==> config.mk <==
export PLATFORM = sky130hd
export DESIGN_NAME = partitioned_circular_queues_search_flat
export DESIGN_NICKNAME = d
export VERILOG_FILES = /design/src/hw/rtl/pcqs_pkg.sv /design/src/hw/rtl/pcqs_in_if.sv /design/src/hw/rtl/pcqs_out_if.sv /design/src/hw/rtl/pcqs_ctrl.sv /design/src/hw/rtl/pcqs_dp.sv /design/src/hw/rtl/partitioned_circular_queues_search.sv /design/src/flat_wrapper.sv
export VERILOG_INCLUDE_DIRS = /design/src /design/src/hw/rtl
export SDC_FILE = /design/constraint.sdc
export NUM_CORES = 2
export LEC_CHECK = 0
export ABC_AREA = 1
export BUFFER_PORTS_ARGS = -buffer_cell sky130_fd_sc_hd__clkbuf_2
export CELL_PAD_IN_SITES_DETAIL_PLACEMENT = 1
export CELL_PAD_IN_SITES_GLOBAL_PLACEMENT = 2
export CORE_ASPECT_RATIO = 0.9
export CORE_UTILIZATION = 32
export DETAILED_ROUTE_END_ITERATION = 16
export PLACE_DENSITY_LB_ADDON = 0.2
export SYNTH_ARGS = -nofsm -noshare
export SYNTH_HDL_FRONTEND = slang
export SYNTH_SLANG_ARGS = --single-unit
==> constraint.sdc <==
create_clock -name i_clk -period 16 [get_ports i_clk]
set_input_delay 0.8 -clock i_clk [delete_from_list [all_inputs] [get_ports i_clk]]
set_output_delay 0.8 -clock i_clk [all_outputs]
set_load 0.05 [all_outputs]
==> src/hw/rtl/partitioned_circular_queues_search_defines.svh <==
// Assertion macros for the partitioned circular queues block.
// Used by the top level only; expects i_clk and i_rst_n in scope.
`ifndef PARTITIONED_CIRCULAR_QUEUES_SEARCH_DEFINES_SVH
`define PARTITIONED_CIRCULAR_QUEUES_SEARCH_DEFINES_SVH

// The consequent must hold in the same cycle as the antecedent.
`define PCQS_ASSERT_NOW(lbl, ante, cons) \
    lbl: assert property (@(posedge i_clk) disable iff (!i_rst_n) (ante) |-> (cons)) \
        else $error("pcqs: same-cycle check failed");

// The consequent must hold in the cycle after the antecedent.
`define PCQS_ASSERT_NEXT(lbl, ante, cons) \
    lbl: assert property (@(posedge i_clk) disable iff (!i_rst_n) (ante) |=> (cons)) \
        else $error("pcqs: next-cycle check failed");

`endif

==> src/hw/rtl/pcqs_pkg.sv <==
// Shared types, constants and helpers for the partitioned circular queues block.
// No dependencies; the interfaces, controller, datapath and top level refer to it by scoped names.
package pcqs_pkg;

    localparam int DATA_W          = 32;
    localparam int BOUND_W         = 5;
    localparam int COUNT_W         = 6;
    localparam int OP_W            = 2;
    localparam int CFG_IDX_W       = 2;
    localparam int CFG_DATA_W      = 5;
    localparam int SLOT_SPAN       = 1 << BOUND_W;
    localparam int STORE_DEPTH_DEF = 32;
    localparam int NUM_QUEUES_DEF  = 2;

    // Reset bounds of the two queues that the register map reaches.
    localparam logic [BOUND_W-1:0] Q0_LOW_RST  = 5'd0;
    localparam logic [BOUND_W-1:0] Q0_HIGH_RST = 5'd9;
    localparam logic [BOUND_W-1:0] Q1_LOW_RST  = 5'd10;
    localparam logic [BOUND_W-1:0] Q1_HIGH_RST = 5'd19;

    typedef enum logic [OP_W-1:0] {
        OP_INSERT = 2'd0,
        OP_REMOVE = 2'd1,
        OP_SEARCH = 2'd2
    } t_op;

    typedef enum logic [CFG_IDX_W-1:0] {
        CFG_Q0_LOW  = 2'd0,
        CFG_Q0_HIGH = 2'd1,
        CFG_Q1_LOW  = 2'd2,
        CFG_Q1_HIGH = 2'd3
    } t_cfg_reg;

    typedef enum logic [2:0] {
        S_IDLE,
        S_DISPATCH,
        S_RDATA,
        S_SCAN,
        S_FINISH
    } t_state;

    // Commands from the controller to the datapath.
    typedef struct packed {
        logic accept_en;
        logic do_insert;
        logic do_remove;
        logic scan_start;
        logic resolve;
        logic take_rdata;
        logic scan_step;
        logic scan_end;
        logic load_result;
    } t_cmd;

    // Status from the datapath to the controller.
    typedef struct packed {
        logic            in_valid;
        logic [OP_W-1:0] op;
        logic            q_ok;
        logic            can_insert;
        logic            can_remove;
        logic            has_entries;
        logic            scan_hit;
        logic            scan_done;
        logic            out_busy;
    } t_stat;

    function automatic logic [BOUND_W-1:0] reset_low(input int q);
        if (q == 0) begin
            return Q0_LOW_RST;
        end else if (q == 1) begin
            return Q1_LOW_RST;
        end
        return '0;
    endfunction

    function automatic logic [BOUND_W-1:0] reset_high(input int q);
        if (q == 0) begin
            return Q0_HIGH_RST;
        end else if (q == 1) begin
            return Q1_HIGH_RST;
        end
        return '0;
    endfunction

endpackage

==> src/hw/rtl/pcqs_in_if.sv <==
// Input channel: one request word (opcode, queue select, data) with valid/ready.
// Depends on pcqs_pkg for field widths.
interface pcqs_in_if;
    logic                                valid;
    logic                                ready;
    logic [pcqs_pkg::OP_W-1:0]           opcode;
    logic                                queue_select;
    logic signed [pcqs_pkg::DATA_W-1:0]  data_in;

    modport source (output valid, opcode, queue_select, data_in, input ready);
    modport sink   (input valid, opcode, queue_select, data_in, output ready);
endinterface

==> src/hw/rtl/pcqs_out_if.sv <==
// Output channel: one result word (success, data) with valid/ready.
// Depends on pcqs_pkg for field widths.
interface pcqs_out_if;
    logic                                valid;
    logic                                ready;
    logic                                success;
    logic signed [pcqs_pkg::DATA_W-1:0]  data_out;

    modport source (output valid, success, data_out, input ready);
    modport sink   (input valid, success, data_out, output ready);
endinterface

==> src/hw/rtl/pcqs_ctrl.sv <==
// Controller state machine: sequences one request word at a time through the datapath.
// Depends on pcqs_pkg (state type, command and status structs, opcodes).
module pcqs_ctrl (
    input  logic            i_clk,
    input  logic            i_rst_n,
    input  pcqs_pkg::t_stat i_stat,
    output pcqs_pkg::t_cmd  o_cmd
);

    pcqs_pkg::t_state r_state;
    pcqs_pkg::t_state n_state;

    logic w_go_insert;
    logic w_go_remove;
    logic w_go_search;

    // Decide what the captured request will do.
    always_comb begin
        w_go_insert = 1'b0;
        w_go_remove = 1'b0;
        w_go_search = 1'b0;
        unique case (pcqs_pkg::t_op'(i_stat.op))
            pcqs_pkg::OP_INSERT: w_go_insert = i_stat.q_ok && i_stat.can_insert;
            pcqs_pkg::OP_REMOVE: w_go_remove = i_stat.q_ok && i_stat.can_remove;
            pcqs_pkg::OP_SEARCH: w_go_search = i_stat.q_ok && i_stat.has_entries;
            default: ;
        endcase
    end

    // State register.
    always_ff @(posedge i_clk) begin
        if (!i_rst_n) begin
            r_state <= pcqs_pkg::S_IDLE;
        end else begin
            r_state <= n_state;
        end
    end

    // Next state.
    always_comb begin
        n_state = r_state;
        unique case (r_state)
            pcqs_pkg::S_IDLE: begin
                if (i_stat.in_valid) n_state = pcqs_pkg::S_DISPATCH;
            end
            pcqs_pkg::S_DISPATCH: begin
                if (w_go_remove) begin
                    n_state = pcqs_pkg::S_RDATA;
                end else if (w_go_search) begin
                    n_state = pcqs_pkg::S_SCAN;
                end else begin
                    n_state = pcqs_pkg::S_FINISH;
                end
            end
            pcqs_pkg::S_RDATA: n_state = pcqs_pkg::S_FINISH;
            pcqs_pkg::S_SCAN: begin
                if (i_stat.scan_done) n_state = pcqs_pkg::S_FINISH;
            end
            pcqs_pkg::S_FINISH: begin
                if (!i_stat.out_busy) n_state = pcqs_pkg::S_IDLE;
            end
            default: n_state = pcqs_pkg::S_IDLE;
        endcase
    end

    // Command outputs.
    always_comb begin
        o_cmd = '0;
        unique case (r_state)
            pcqs_pkg::S_IDLE: o_cmd.accept_en = 1'b1;
            pcqs_pkg::S_DISPATCH: begin
                o_cmd.resolve    = 1'b1;
                o_cmd.do_insert  = w_go_insert;
                o_cmd.do_remove  = w_go_remove;
                o_cmd.scan_start = w_go_search;
            end
            pcqs_pkg::S_RDATA: o_cmd.take_rdata = 1'b1;
            pcqs_pkg::S_SCAN: begin
                o_cmd.scan_step = !i_stat.scan_done;
                o_cmd.scan_end  = i_stat.scan_done;
            end
            pcqs_pkg::S_FINISH: o_cmd.load_result = !i_stat.out_busy;
            default: ;
        endcase
    end

endmodule

==> src/hw/rtl/pcqs_dp.sv <==
// Datapath: queue bounds, heads and counts, the shared word store, scan logic
// and the result register. Depends on pcqs_pkg.
module pcqs_dp #(
    parameter int STORE_DEPTH = pcqs_pkg::STORE_DEPTH_DEF,
    parameter int NUM_QUEUES  = pcqs_pkg::NUM_QUEUES_DEF
) (
    input  logic                                i_clk,
    input  logic                                i_rst_n,
    input  logic                                i_cfg_we,
    input  logic [pcqs_pkg::CFG_IDX_W-1:0]      i_cfg_index,
    input  logic [pcqs_pkg::CFG_DATA_W-1:0]     i_cfg_data,
    input  logic                                i_in_valid,
    input  logic [pcqs_pkg::OP_W-1:0]           i_opcode,
    input  logic                                i_queue_select,
    input  logic signed [pcqs_pkg::DATA_W-1:0]  i_data_in,
    input  logic                                i_out_ready,
    input  pcqs_pkg::t_cmd                      i_cmd,
    output pcqs_pkg::t_stat                     o_stat,
    output logic                                o_out_valid,
    output logic                                o_success,
    output logic signed [pcqs_pkg::DATA_W-1:0]  o_data_out
);

    localparam int AW = (STORE_DEPTH > 1) ? $clog2(STORE_DEPTH) : 1;
    localparam int QW = (NUM_QUEUES > 1) ? $clog2(NUM_QUEUES) : 1;
    localparam int BW = pcqs_pkg::BOUND_W;
    localparam int CW = pcqs_pkg::COUNT_W;
    localparam int DW = pcqs_pkg::DATA_W;
    localparam int SW = CW + 1;

    // Per-queue segment state.
    logic [BW-1:0] r_low   [NUM_QUEUES];
    logic [BW-1:0] r_high  [NUM_QUEUES];
    logic [BW-1:0] r_head  [NUM_QUEUES];
    logic [CW-1:0] r_count [NUM_QUEUES];

    // Captured request word.
    logic [pcqs_pkg::OP_W-1:0] r_op;
    logic                      r_qsel;
    logic [DW-1:0]             r_key;

    // Scan state and store read port.
    logic [BW-1:0] r_scan_idx;
    logic [CW-1:0] r_scan_left;
    logic          r_cmp_valid;
    logic [DW-1:0] r_mem [STORE_DEPTH];
    logic [DW-1:0] r_rdata;

    // Pending and delivered result.
    logic          r_ok;
    logic [DW-1:0] r_dout;
    logic          r_out_valid;
    logic          r_success;
    logic [DW-1:0] r_data_out;

    logic          w_q_ok;
    logic [QW-1:0] w_qi;
    logic [BW-1:0] w_low;
    logic [BW-1:0] w_high;
    logic [BW-1:0] w_head;
    logic [CW-1:0] w_count;
    logic [CW-1:0] w_cap;
    logic [SW-1:0] w_sum;
    logic [BW-1:0] w_tail;
    logic [BW-1:0] w_head_adv;
    logic [BW-1:0] w_scan_adv;
    logic          w_cfg_q;
    logic          w_cfg_high;
    logic          w_cfg_ok;
    logic          w_we;
    logic          w_re;
    logic [BW-1:0] w_rd_idx;
    logic [AW-1:0] w_wr_slot;
    logic [AW-1:0] w_rd_slot;
    logic          w_hit;
    logic [AW-1:0] w_slot_lut [pcqs_pkg::SLOT_SPAN];

    // Next index inside a segment, wrapping from high back to low.
    function automatic logic [BW-1:0] seg_advance(input logic [BW-1:0] idx,
                                                  input logic [BW-1:0] lo,
                                                  input logic [BW-1:0] hi);
        logic [BW:0] nxt;
        nxt = {1'b0, idx} + (BW+1)'(1);
        return (nxt > {1'b0, hi}) ? lo : nxt[BW-1:0];
    endfunction

    // Index to store slot: the index space wraps modulo the store depth.
    for (genvar k = 0; k < pcqs_pkg::SLOT_SPAN; k++) begin : g_slot
        assign w_slot_lut[k] = AW'(k % STORE_DEPTH);
    end

    // Selected queue and its derived geometry.
    assign w_q_ok  = (32'(r_qsel) < NUM_QUEUES);
    assign w_qi    = w_q_ok ? QW'(r_qsel) : '0;
    assign w_low   = r_low[w_qi];
    assign w_high  = r_high[w_qi];
    assign w_head  = r_head[w_qi];
    assign w_count = r_count[w_qi];
    assign w_cap   = (w_low > w_high) ? '0
                   : ({1'b0, w_high} - {1'b0, w_low} + CW'(1));

    // Tail is head plus count, folded back once into the segment.
    assign w_sum  = {2'b00, w_head} + {1'b0, w_count};
    assign w_tail = (w_sum > {2'b00, w_high}) ? BW'(w_sum - {1'b0, w_cap}) : BW'(w_sum);

    assign w_head_adv = seg_advance(w_head, w_low, w_high);
    assign w_scan_adv = seg_advance(r_scan_idx, w_low, w_high);

    // Register index decode.
    always_comb begin
        w_cfg_q    = 1'b0;
        w_cfg_high = 1'b0;
        unique case (pcqs_pkg::t_cfg_reg'(i_cfg_index))
            pcqs_pkg::CFG_Q0_LOW:  begin w_cfg_q = 1'b0; w_cfg_high = 1'b0; end
            pcqs_pkg::CFG_Q0_HIGH: begin w_cfg_q = 1'b0; w_cfg_high = 1'b1; end
            pcqs_pkg::CFG_Q1_LOW:  begin w_cfg_q = 1'b1; w_cfg_high = 1'b0; end
            pcqs_pkg::CFG_Q1_HIGH: begin w_cfg_q = 1'b1; w_cfg_high = 1'b1; end
            default: ;
        endcase
    end
    assign w_cfg_ok = i_cfg_we && (32'(w_cfg_q) < NUM_QUEUES);

    // Queue bookkeeping: a bound write empties its queue.
    always_ff @(posedge i_clk) begin
        if (!i_rst_n) begin
            for (int q = 0; q < NUM_QUEUES; q++) begin
                r_low[q]   <= pcqs_pkg::reset_low(q);
                r_high[q]  <= pcqs_pkg::reset_high(q);
                r_head[q]  <= pcqs_pkg::reset_low(q);
                r_count[q] <= '0;
            end
        end else begin
            for (int q = 0; q < NUM_QUEUES; q++) begin
                if (w_cfg_ok && (QW'(w_cfg_q) == QW'(q))) begin
                    if (w_cfg_high) begin
                        r_high[q] <= i_cfg_data;
                        r_head[q] <= r_low[q];
                    end else begin
                        r_low[q]  <= i_cfg_data;
                        r_head[q] <= i_cfg_data;
                    end
                    r_count[q] <= '0;
                end else if (i_cmd.do_insert && (w_qi == QW'(q))) begin
                    r_count[q] <= r_count[q] + CW'(1);
                end else if (i_cmd.do_remove && (w_qi == QW'(q))) begin
                    r_head[q]  <= w_head_adv;
                    r_count[q] <= r_count[q] - CW'(1);
                end
            end
        end
    end

    // Request capture.
    always_ff @(posedge i_clk) begin
        if (i_cmd.accept_en && i_in_valid) begin
            r_op   <= i_opcode;
            r_qsel <= i_queue_select;
            r_key  <= i_data_in;
        end
    end

    // Store access: one write and one registered read per cycle.
    assign w_we      = i_cmd.do_insert;
    assign w_re      = i_cmd.do_remove || (i_cmd.scan_step && (r_scan_left != '0));
    assign w_rd_idx  = i_cmd.do_remove ? w_head : r_scan_idx;
    assign w_wr_slot = w_slot_lut[w_tail];
    assign w_rd_slot = w_slot_lut[w_rd_idx];

    always_ff @(posedge i_clk) begin
        if (w_we) begin
            r_mem[w_wr_slot] <= r_key;
        end
        if (w_re) begin
            r_rdata <= r_mem[w_rd_slot];
        end
    end

    // Search walk: issue one read per cycle, compare it the cycle after.
    assign w_hit = r_cmp_valid && (r_rdata == r_key);

    always_ff @(posedge i_clk) begin
        if (i_cmd.scan_start) begin
            r_scan_idx  <= w_head;
            r_scan_left <= w_count;
        end else if (i_cmd.scan_step && (r_scan_left != '0)) begin
            r_scan_idx  <= w_scan_adv;
            r_scan_left <= r_scan_left - CW'(1);
        end
    end

    always_ff @(posedge i_clk) begin
        if (!i_rst_n) begin
            r_cmp_valid <= 1'b0;
        end else if (i_cmd.scan_start || i_cmd.scan_end) begin
            r_cmp_valid <= 1'b0;
        end else if (i_cmd.scan_step) begin
            r_cmp_valid <= (r_scan_left != '0);
        end
    end

    // Pending result.
    always_ff @(posedge i_clk) begin
        if (i_cmd.resolve) begin
            r_ok   <= i_cmd.do_insert || i_cmd.do_remove;
            r_dout <= '0;
        end else if (i_cmd.take_rdata) begin
            r_dout <= r_rdata;
        end else if (i_cmd.scan_end) begin
            r_ok <= w_hit;
        end
    end

    // Output register.
    always_ff @(posedge i_clk) begin
        if (!i_rst_n) begin
            r_out_valid <= 1'b0;
        end else if (i_cmd.load_result) begin
            r_out_valid <= 1'b1;
        end else if (i_out_ready) begin
            r_out_valid <= 1'b0;
        end
    end

    always_ff @(posedge i_clk) begin
        if (i_cmd.load_result) begin
            r_success  <= r_ok;
            r_data_out <= r_dout;
        end
    end

    assign o_out_valid = r_out_valid;
    assign o_success   = r_success;
    assign o_data_out  = r_data_out;

    // Status to the controller.
    always_comb begin
        o_stat             = '0;
        o_stat.in_valid    = i_in_valid;
        o_stat.op          = r_op;
        o_stat.q_ok        = w_q_ok;
        o_stat.can_insert  = (w_count < w_cap);
        o_stat.can_remove  = (w_count != '0) && (w_cap != '0);
        o_stat.has_entries = (w_count != '0);
        o_stat.scan_hit    = w_hit;
        o_stat.scan_done   = w_hit || ((r_scan_left == '0) && !r_cmp_valid);
        o_stat.out_busy    = r_out_valid && !i_out_ready;
    end

endmodule

==> src/hw/rtl/partitioned_circular_queues_search.sv <==
// Channel   Dir  Handshake            Word
// i_in      in   valid/ready          opcode, queue_select, data_in
// o_out     out  valid/ready          success, data_out
// i_cfg_*   in   write enable only    register index, bound value
//
// One request word at a time. Insert and failed requests pass through the dispatch
// and finishing steps, a remove adds a read-data step, and a search walks the live
// entries from the head, stopping at the first match: the single read port of the
// word store feeds the comparator one entry per cycle. The next word is accepted
// in the cycle after the result is loaded, and a stalled output holds only the
// finishing step. Reset is synchronous; the word store is not cleared.
// Depends on pcqs_pkg, the two channel interfaces, pcqs_ctrl and pcqs_dp.
`include "partitioned_circular_queues_search_defines.svh"

module partitioned_circular_queues_search #(
    parameter int STORE_DEPTH = pcqs_pkg::STORE_DEPTH_DEF,
    parameter int NUM_QUEUES  = pcqs_pkg::NUM_QUEUES_DEF
) (
    input  logic                              i_clk,
    input  logic                              i_rst_n,
    pcqs_in_if.sink                           i_in,
    pcqs_out_if.source                        o_out,
    input  logic                              i_cfg_we,
    input  logic [pcqs_pkg::CFG_IDX_W-1:0]    i_cfg_index,
    input  logic [pcqs_pkg::CFG_DATA_W-1:0]   i_cfg_data
);

    pcqs_pkg::t_cmd  w_cmd;
    pcqs_pkg::t_stat w_stat;

    // Sequencer.
    pcqs_ctrl u_ctrl (
        .i_clk   (i_clk),
        .i_rst_n (i_rst_n),
        .i_stat  (w_stat),
        .o_cmd   (w_cmd)
    );

    // Queue state, store and result register.
    pcqs_dp #(
        .STORE_DEPTH (STORE_DEPTH),
        .NUM_QUEUES  (NUM_QUEUES)
    ) u_dp (
        .i_clk          (i_clk),
        .i_rst_n        (i_rst_n),
        .i_cfg_we       (i_cfg_we),
        .i_cfg_index    (i_cfg_index),
        .i_cfg_data     (i_cfg_data),
        .i_in_valid     (i_in.valid),
        .i_opcode       (i_in.opcode),
        .i_queue_select (i_in.queue_select),
        .i_data_in      (i_in.data_in),
        .i_out_ready    (o_out.ready),
        .i_cmd          (w_cmd),
        .o_stat         (w_stat),
        .o_out_valid    (o_out.valid),
        .o_success      (o_out.success),
        .o_data_out     (o_out.data_out)
    );

    assign i_in.ready = w_cmd.accept_en;

    // Only one word is in flight: no acceptance right after one.
    `PCQS_ASSERT_NEXT(a_one_in_flight, i_in.valid && i_in.ready, !i_in.ready)

    // A failed result never carries data; a search result carries none either.
    `PCQS_ASSERT_NOW(a_fail_no_data, o_out.valid && !o_out.success, o_out.data_out == '0)

    // Loading a result presents it on the next cycle.
    `PCQS_ASSERT_NEXT(a_load_shows, w_cmd.load_result, o_out.valid)

endmodule
==> src/flat_wrapper.sv <==
// flat-port wrapper written by rule: the top's interface ports become plain ports
module partitioned_circular_queues_search_flat 
#(
    parameter int STORE_DEPTH = pcqs_pkg::STORE_DEPTH_DEF,
    parameter int NUM_QUEUES  = pcqs_pkg::NUM_QUEUES_DEF
)
  (i_clk, i_rst_n, i_cfg_we, i_cfg_index, i_cfg_data, i_in_valid, i_in_opcode, i_in_queue_select, i_in_data_in, i_in_ready, o_out_valid, o_out_success, o_out_data_out, o_out_ready);
  pcqs_in_if i_in_i ();
  pcqs_out_if o_out_i ();
  input  logic i_clk;
  input  logic i_rst_n;
  input  logic i_cfg_we;
  input  logic [pcqs_pkg::CFG_IDX_W-1:0] i_cfg_index;
  input  logic [pcqs_pkg::CFG_DATA_W-1:0] i_cfg_data;
  input wire logic [$bits(i_in_i.valid)-1:0] i_in_valid;
  input wire logic [$bits(i_in_i.opcode)-1:0] i_in_opcode;
  input wire logic [$bits(i_in_i.queue_select)-1:0] i_in_queue_select;
  input wire logic [$bits(i_in_i.data_in)-1:0] i_in_data_in;
  output wire logic [$bits(i_in_i.ready)-1:0] i_in_ready;
  output wire logic [$bits(o_out_i.valid)-1:0] o_out_valid;
  output wire logic [$bits(o_out_i.success)-1:0] o_out_success;
  output wire logic [$bits(o_out_i.data_out)-1:0] o_out_data_out;
  input wire logic [$bits(o_out_i.ready)-1:0] o_out_ready;
  assign i_in_i.valid = i_in_valid;
  assign i_in_i.opcode = i_in_opcode;
  assign i_in_i.queue_select = i_in_queue_select;
  assign i_in_i.data_in = i_in_data_in;
  assign i_in_ready = i_in_i.ready;
  assign o_out_valid = o_out_i.valid;
  assign o_out_success = o_out_i.success;
  assign o_out_data_out = o_out_i.data_out;
  assign o_out_i.ready = o_out_ready;
  partitioned_circular_queues_search #(.STORE_DEPTH(STORE_DEPTH), .NUM_QUEUES(NUM_QUEUES)) u_core (.i_clk(i_clk), .i_rst_n(i_rst_n), .i_in(i_in_i), .o_out(o_out_i), .i_cfg_we(i_cfg_we), .i_cfg_index(i_cfg_index), .i_cfg_data(i_cfg_data));
endmodule
After elaboration in Yosys (flattened, before gate mapping) --
Memory sizes are Yosys's and may differ from the RTL's. A register that Yosys moved wholly into a read port is not among the register bits. Index checks and enable logic that the tools add are counted. W data, S select, Z words.
Word-level totals: bits in registers 117, ROM bits 320, output and inout port bits 35, word-level logic and storage cells 212, input bits 47, bits in writable memories 1066, memories 7
Cells by class: equality and inequality tests 14, add/subtract/negate cells 11, bitwise operators 21, muxes and demuxes 103, reduce and logical (&&, ||, !) cells 37, $lt $le $gt $ge 7
Memories:
- u_core.u_dp.r_mem | depth 32, width 32, rd ports 1, clocked after memory_dff 1, wr ports 1, RTL line pcqs_dp.sv:46 | logic [DW-1:0] r_mem [STORE_DEPTH];
- (no name shown) | depth 32, width 5, rd ports 1, clocked after memory_dff 0, wr ports 0, RTL line pcqs_dp.sv:167 | assign w_rd_slot = w_slot_lut[w_rd_idx];
- (no name shown) | depth 32, width 5, rd ports 1, clocked after memory_dff 0, wr ports 0, RTL line pcqs_dp.sv:166 | assign w_wr_slot = w_slot_lut[w_tail];
- u_core.u_dp.r_count | depth 2, width 6, rd ports 3, clocked after memory_dff 1, wr ports 2, RTL line pcqs_dp.sv:35 | logic [CW-1:0] r_count [NUM_QUEUES];
- u_core.u_dp.r_head | depth 2, width 5, rd ports 1, clocked after memory_dff 1, wr ports 2, RTL line pcqs_dp.sv:34 | logic [BW-1:0] r_head [NUM_QUEUES];
- u_core.u_dp.r_high | depth 2, width 5, rd ports 1, clocked after memory_dff 1, wr ports 2, RTL line pcqs_dp.sv:33 | logic [BW-1:0] r_high [NUM_QUEUES];
- 1 more memories
Operator list (count):
- $mux W5 | 25
- $mux W1 | 57
- $mux W6 | 9
- $eq A32 B32 Y1 | 1
- $add A6 B1 Y6 const B | 3
- $reduce_bool A6 Y1 | 3
- $sub A6 B1 Y6 const B | 3
- $or A1 B1 Y1 | 16
- $mux W3 | 5
- $pmux W3 S5 | 1
- $add A5 B1 Y6 const B | 2
- $ge A6 B6 Y1 const B | 2
- $gt A6 B5 Y1 | 2
- $logic_and A1 B1 Y1 | 12
- $mux W4 | 3
- $not A5 Y6 | 2
- $reduce_or A2 Y1 | 5
- $add A5 B6 Y7 | 1
- $gt A7 B5 Y1 | 1
- $eq A2 B2 Y1 const B | 3
- $eq A3 B2 Y1 const B | 2
- $logic_not A6 Y1 | 1
- $lt A6 B6 Y1 | 1
- $ne A2 B2 Y1 const B | 3
- 17 further kinds | 30

Longest topological paths before layout --
depth after elaboration 14, depth in mapped cells 33, mapped depth without buffers 29

Modules after synthesis --
From an unflattened synthesis, not the netlist that was laid out.
Second synthesis, totals: cells, all modules 4458, area, all modules 51679.6 um^2
Modules (own cells, without submodules):
- pcqs_dp | cells each 4405, area an instance 51381.8 um^2, instances 1
- pcqs_ctrl | cells each 53, area an instance 297.8 um^2, instances 1

Worst setup path after synthesis --
No wires, ideal clock.
path type register to register, from register (tool-made name), to memory u_core.u_dp.r_mem[28][0] (netlist bit) (enable), arrival time 5059 ps, cell stages (with the launch flop) 21, required time 15579 ps, path slack 10519 ps, library setup time 421 ps, path through dfxtp_1 -> buf_4 -> buf_6 -> clkbuf_1 -> mux2i_1 -> ha_1 -> inv_1 -> ha_1 -> inv_1 -> fa_1 -> inv_1 -> nand2_1 -> ha_1 -> a21oi_1 -> o21ai_0 -> xor2_1 -> o21ai_0 -> inv_1 -> nor2_1 -> nand2_1 -> nor2_1
RTL lines (RTL line):
- end, declared | pcqs_dp.sv:46

==> key figures <==
Status
  – Status: completed

Die
  – Die area: 172000 um^2
  – Core Area: 169000 um^2
  – Initial Util: 0.323
  – Ports: 82
  – Die Span Y: 394 um
  – DIE WIDTH: 437 um
  – Std-Cell Rows: 143

Critical path
  – CP peak stage delay: 850 ps
  – Delay-heaviest family, CP: simple AND/OR/NAND/NOR gates
  – Setup Crit Path Kind: reg -> reg
  – CP max FO: 105
  – Worst Reg-to-Reg Cells: 28
  – Setup crit start kind: flip-flop
  – R2R Setup Slk: 8940 ps
  – Worst Path Required: 16530 ps
  – Crit path buf inv count: 7
  – Worst Setup End Kind: flip-flop
  – WP depth: 28
  – Critical Path AT: 7580 ps
  – Slowest-stage cell, CP: buf_4
  – Worst reg2reg endpoint: u_core.u_dp.r_rdata[0]$_DFFE_PP_
  – Critical Path Most Common Cell: nand2_1

Timing
  – Fin crit period: 7060 ps
  – Max Freq: 142 MHz
  – Clock skew: 25.1 ps
  – Hold Vio Cnt, Final: 0
  – Least-Margin Pin Slew: 1280 ps
  – Setup TNS: 0 ps
  – Setup Viol. Count Final: 0
  – Rel. slew slack: 0.148
  – Final Max Tran Viols: 0
  – RSZ-0062 raised after global routing: no
  – PnR worst setup slack: 8940 ps
  – Period utilization: 0.441

Route
  – Wirelength, routed: 191000 um
  – 1st-iter DRT viols: 3035
  – Vias/cell: 4.92
  – Via count of the routed design: 38000
  – Routed length per instance: 24.7 um
  – 1st-pass router iterations: 5
  – DRC: 0
  – Final ANT Viol Nets: 0

Clock network
  – Total CTS buffers: 140
  – Clk sinks: 1216
  – CTS tree: done
  – Post-CTS sizing: 0
  – Clk_lat worst skew: 790 ps
  – Root Driver: clkbuf_16
  – Max Buffers Root-to-Sink: 3
  – Htree depth: 4
  – Post-CTS setup buffer count: 0
  – Hold_buf cts: 0
  – Clock-pin transition on the worst setup and hold timing paths: 60 ps

GRT
  – Met3 usage: 0.0395
  – Gr busiest metal: met2
  – Largest net degree at the start of global routing: 127
  – Aggregate global routing overflow: 0
  – Total track usage: 0.221
  – Met1 Resource Use GR: 0.309
  – Met2 Usage GRT: 0.347
  – First-pass GRT wire length: 275000 um
  – Initial antenna violation count: 5
  – Vias in the first global route: 38600

Power
  – P_leak: 25.8 nW
  – Pwr dens: 156 nW/um^2
  – VDD IR max: 0.000103 V

Min path
  – Hold crit path type: in -> reg
  – Hold path start: i_in_data_in[4]
  – Hold Path End: u_core.u_dp.r_key[4]$_DFFE_PP_
  – Hold path depth: 1

Logic synthesis
  – Synth top area cells: edfxtp_1, nand3_1, nand2_1
  – Ys Warns: 0
  – Sequential area share after synthesis: 0.662
  – Synth area leader: edfxtp_1
  – Synthesized instance count: 5287
  – Synth Cell Area: 54600 um^2
  – Post-synth top area share: 0.648
  – Yosys reg bits: 1216
  – Post-Syn Area per Cell: 10.3 um^2
  – Netlist cell types: 49
  – Most used flip-flop cell after synthesis: edfxtp_1
  – Async SR Flop Fraction: 0
  – Post-synth EDFFs: 1178
  – Syn nets: 5391

Run
  – Max Cap Viol: 0

Placed design
  – Final GP Congestion: 0.765
  – Post-DP HPWL: 104000 um
  – DP Worst Slack: 8940 ps
  – IO Port Bufs: 81

Cells and area
  – Fillers: 18800
  – Share of layout cells above drive strength 1: 0.0819
  – Nets: 5461
  – Area of the multi-input gates: 13600 um^2
  – Sequential Area: 36100 um^2
  – Area grow syn2layout: 13.8%
[cells in the mapped netlist, types with 5 or more instances]
master / n
a21oi_1: 40
buf_1: 5
buf_2: 183
clkbuf_1: 65
dfxtp_1: 38
edfxtp_1: 1178
fa_1: 5
ha_1: 52
inv_1: 1060
inv_2: 10
nand2_1: 1113
nand3_1: 1049
nand3b_1: 98
nand4_1: 10
nor2_1: 147
nor3_1: 9
o211ai_1: 7
o21ai_0: 102
o21ai_1: 9
o21ai_2: 5
o31ai_1: 7
or2_2: 15
xnor2_1: 12
xor2_1: 31
[through the flow]
stage,total power [W],std cells,util,hold slack (ps),area [um^2]
after floorplan,0.00559,5287,-,400,54600
after global placement,0.00667,7462,0.342,420,57800
after detailed placement,0.00670,7462,0.342,417,57800
after CTS,0.00982,7715,0.367,126,62100
after global routing,0.0102,7715,0.367,149,62100
final,0.00970,7718,0.367,189,62100
[worst max-delay path by stage]
stage	end	slack (ps)
final	u_core.u_dp.r_rdata[0]$_DFFE_PP_	8940
after global routing	u_core.u_dp.r_rdata[31]$_DFFE_PP_	8480
after CTS	u_core.u_dp.r_rdata[0]$_DFFE_PP_	8940
after detailed placement	u_core.u_dp.r_rdata[0]$_DFFE_PP_	8940
after global placement	u_core.u_dp.r_rdata[0]$_DFFE_PP_	9040
after floorplan	u_core.u_dp.r_mem[28][0]$_DFFE_PP_	10520
[sequential cells by signal, indices dropped and copies added, names as in the netlist, 6 cells and up, named ones only]
register                 flops
u_core.u_dp.r_rdata         32
u_core.u_dp.r_high          10
u_core.u_dp.o_data_out      32
u_core.u_dp.r_scan_left      6
u_core.u_dp.r_dout          32
u_core.u_dp.r_low           10
u_core.u_dp.r_count         12
u_core.u_dp.r_key           32
u_core.u_dp.r_mem         1024
u_core.u_dp.r_head          10
[power by group]
group          internal (W)  total [W]  switching [W]
logic              0.000665    0.00270        0.00203
clock network       0.00174    0.00310        0.00136
registers           0.00382    0.00391      0.0000921
[metal layers]
| metal | part of all wire | up-vias |
|---|---|---|
| met5 | 0.000099 | - |
| li1 | - | 17500 |
| met4 | 0.031 | 2 |
| met2 | 0.45 | 773 |
| met1 | 0.47 | 19400 |
| met3 | 0.048 | 245 |
[placed cells by master (no fill, tap or decap), drive strengths merged, types with 2 or more instances in the layout]
master,count
edfxtp,1178
nand2,1118
inv,1079
nand3,1050
clkbuf,267
nor2,148
o21ai,116
buf,103
nand3b,98
clkinv,57
ha,52
a21oi,40
dfxtp,38
xor2,31
or2,17
xnor2,12
nand4,11
nor3,9
o31ai,8
o211ai,7
fa,5
diode,3
o22ai,3
a211oi,2
o21a,2
nor4,2
bufinv,2
clkinvlp,2
[logic make-up after synthesis]
| family | Yosys count | share of synthesized area |
|---|---|---|
| AO/OA/AOI/OAI | 187 | 0.0191 |
| buffers and inverters | 1329 | 0.0959 |
| flip-flops | 1216 | 0.662 |
| adder cells (fa/ha/maj) | 57 | 0.0138 |
| multiplexers | 1 | 0.000183 |
| XOR/XNOR | 43 | 0.00690 |
| AND/OR/NAND/NOR | 2454 | 0.202 |
[area by class of cell]
| cell class | instances | share of cell area |
|---|---|---|
| flip-flops and latches | 1216 | 0.582 |
| multi-input cells | 2742 | 0.218 |
| inverters | 1073 | 0.0650 |
| clock buffers | 186 | 0.0621 |
| well taps | 2247 | 0.0453 |
| repair buffers | 184 | 0.0196 |
| clock inverters | 67 | 0.00774 |
| diodes | 3 | 0.000121 |
Note: power is estimated with default switching activity, not from simulation.
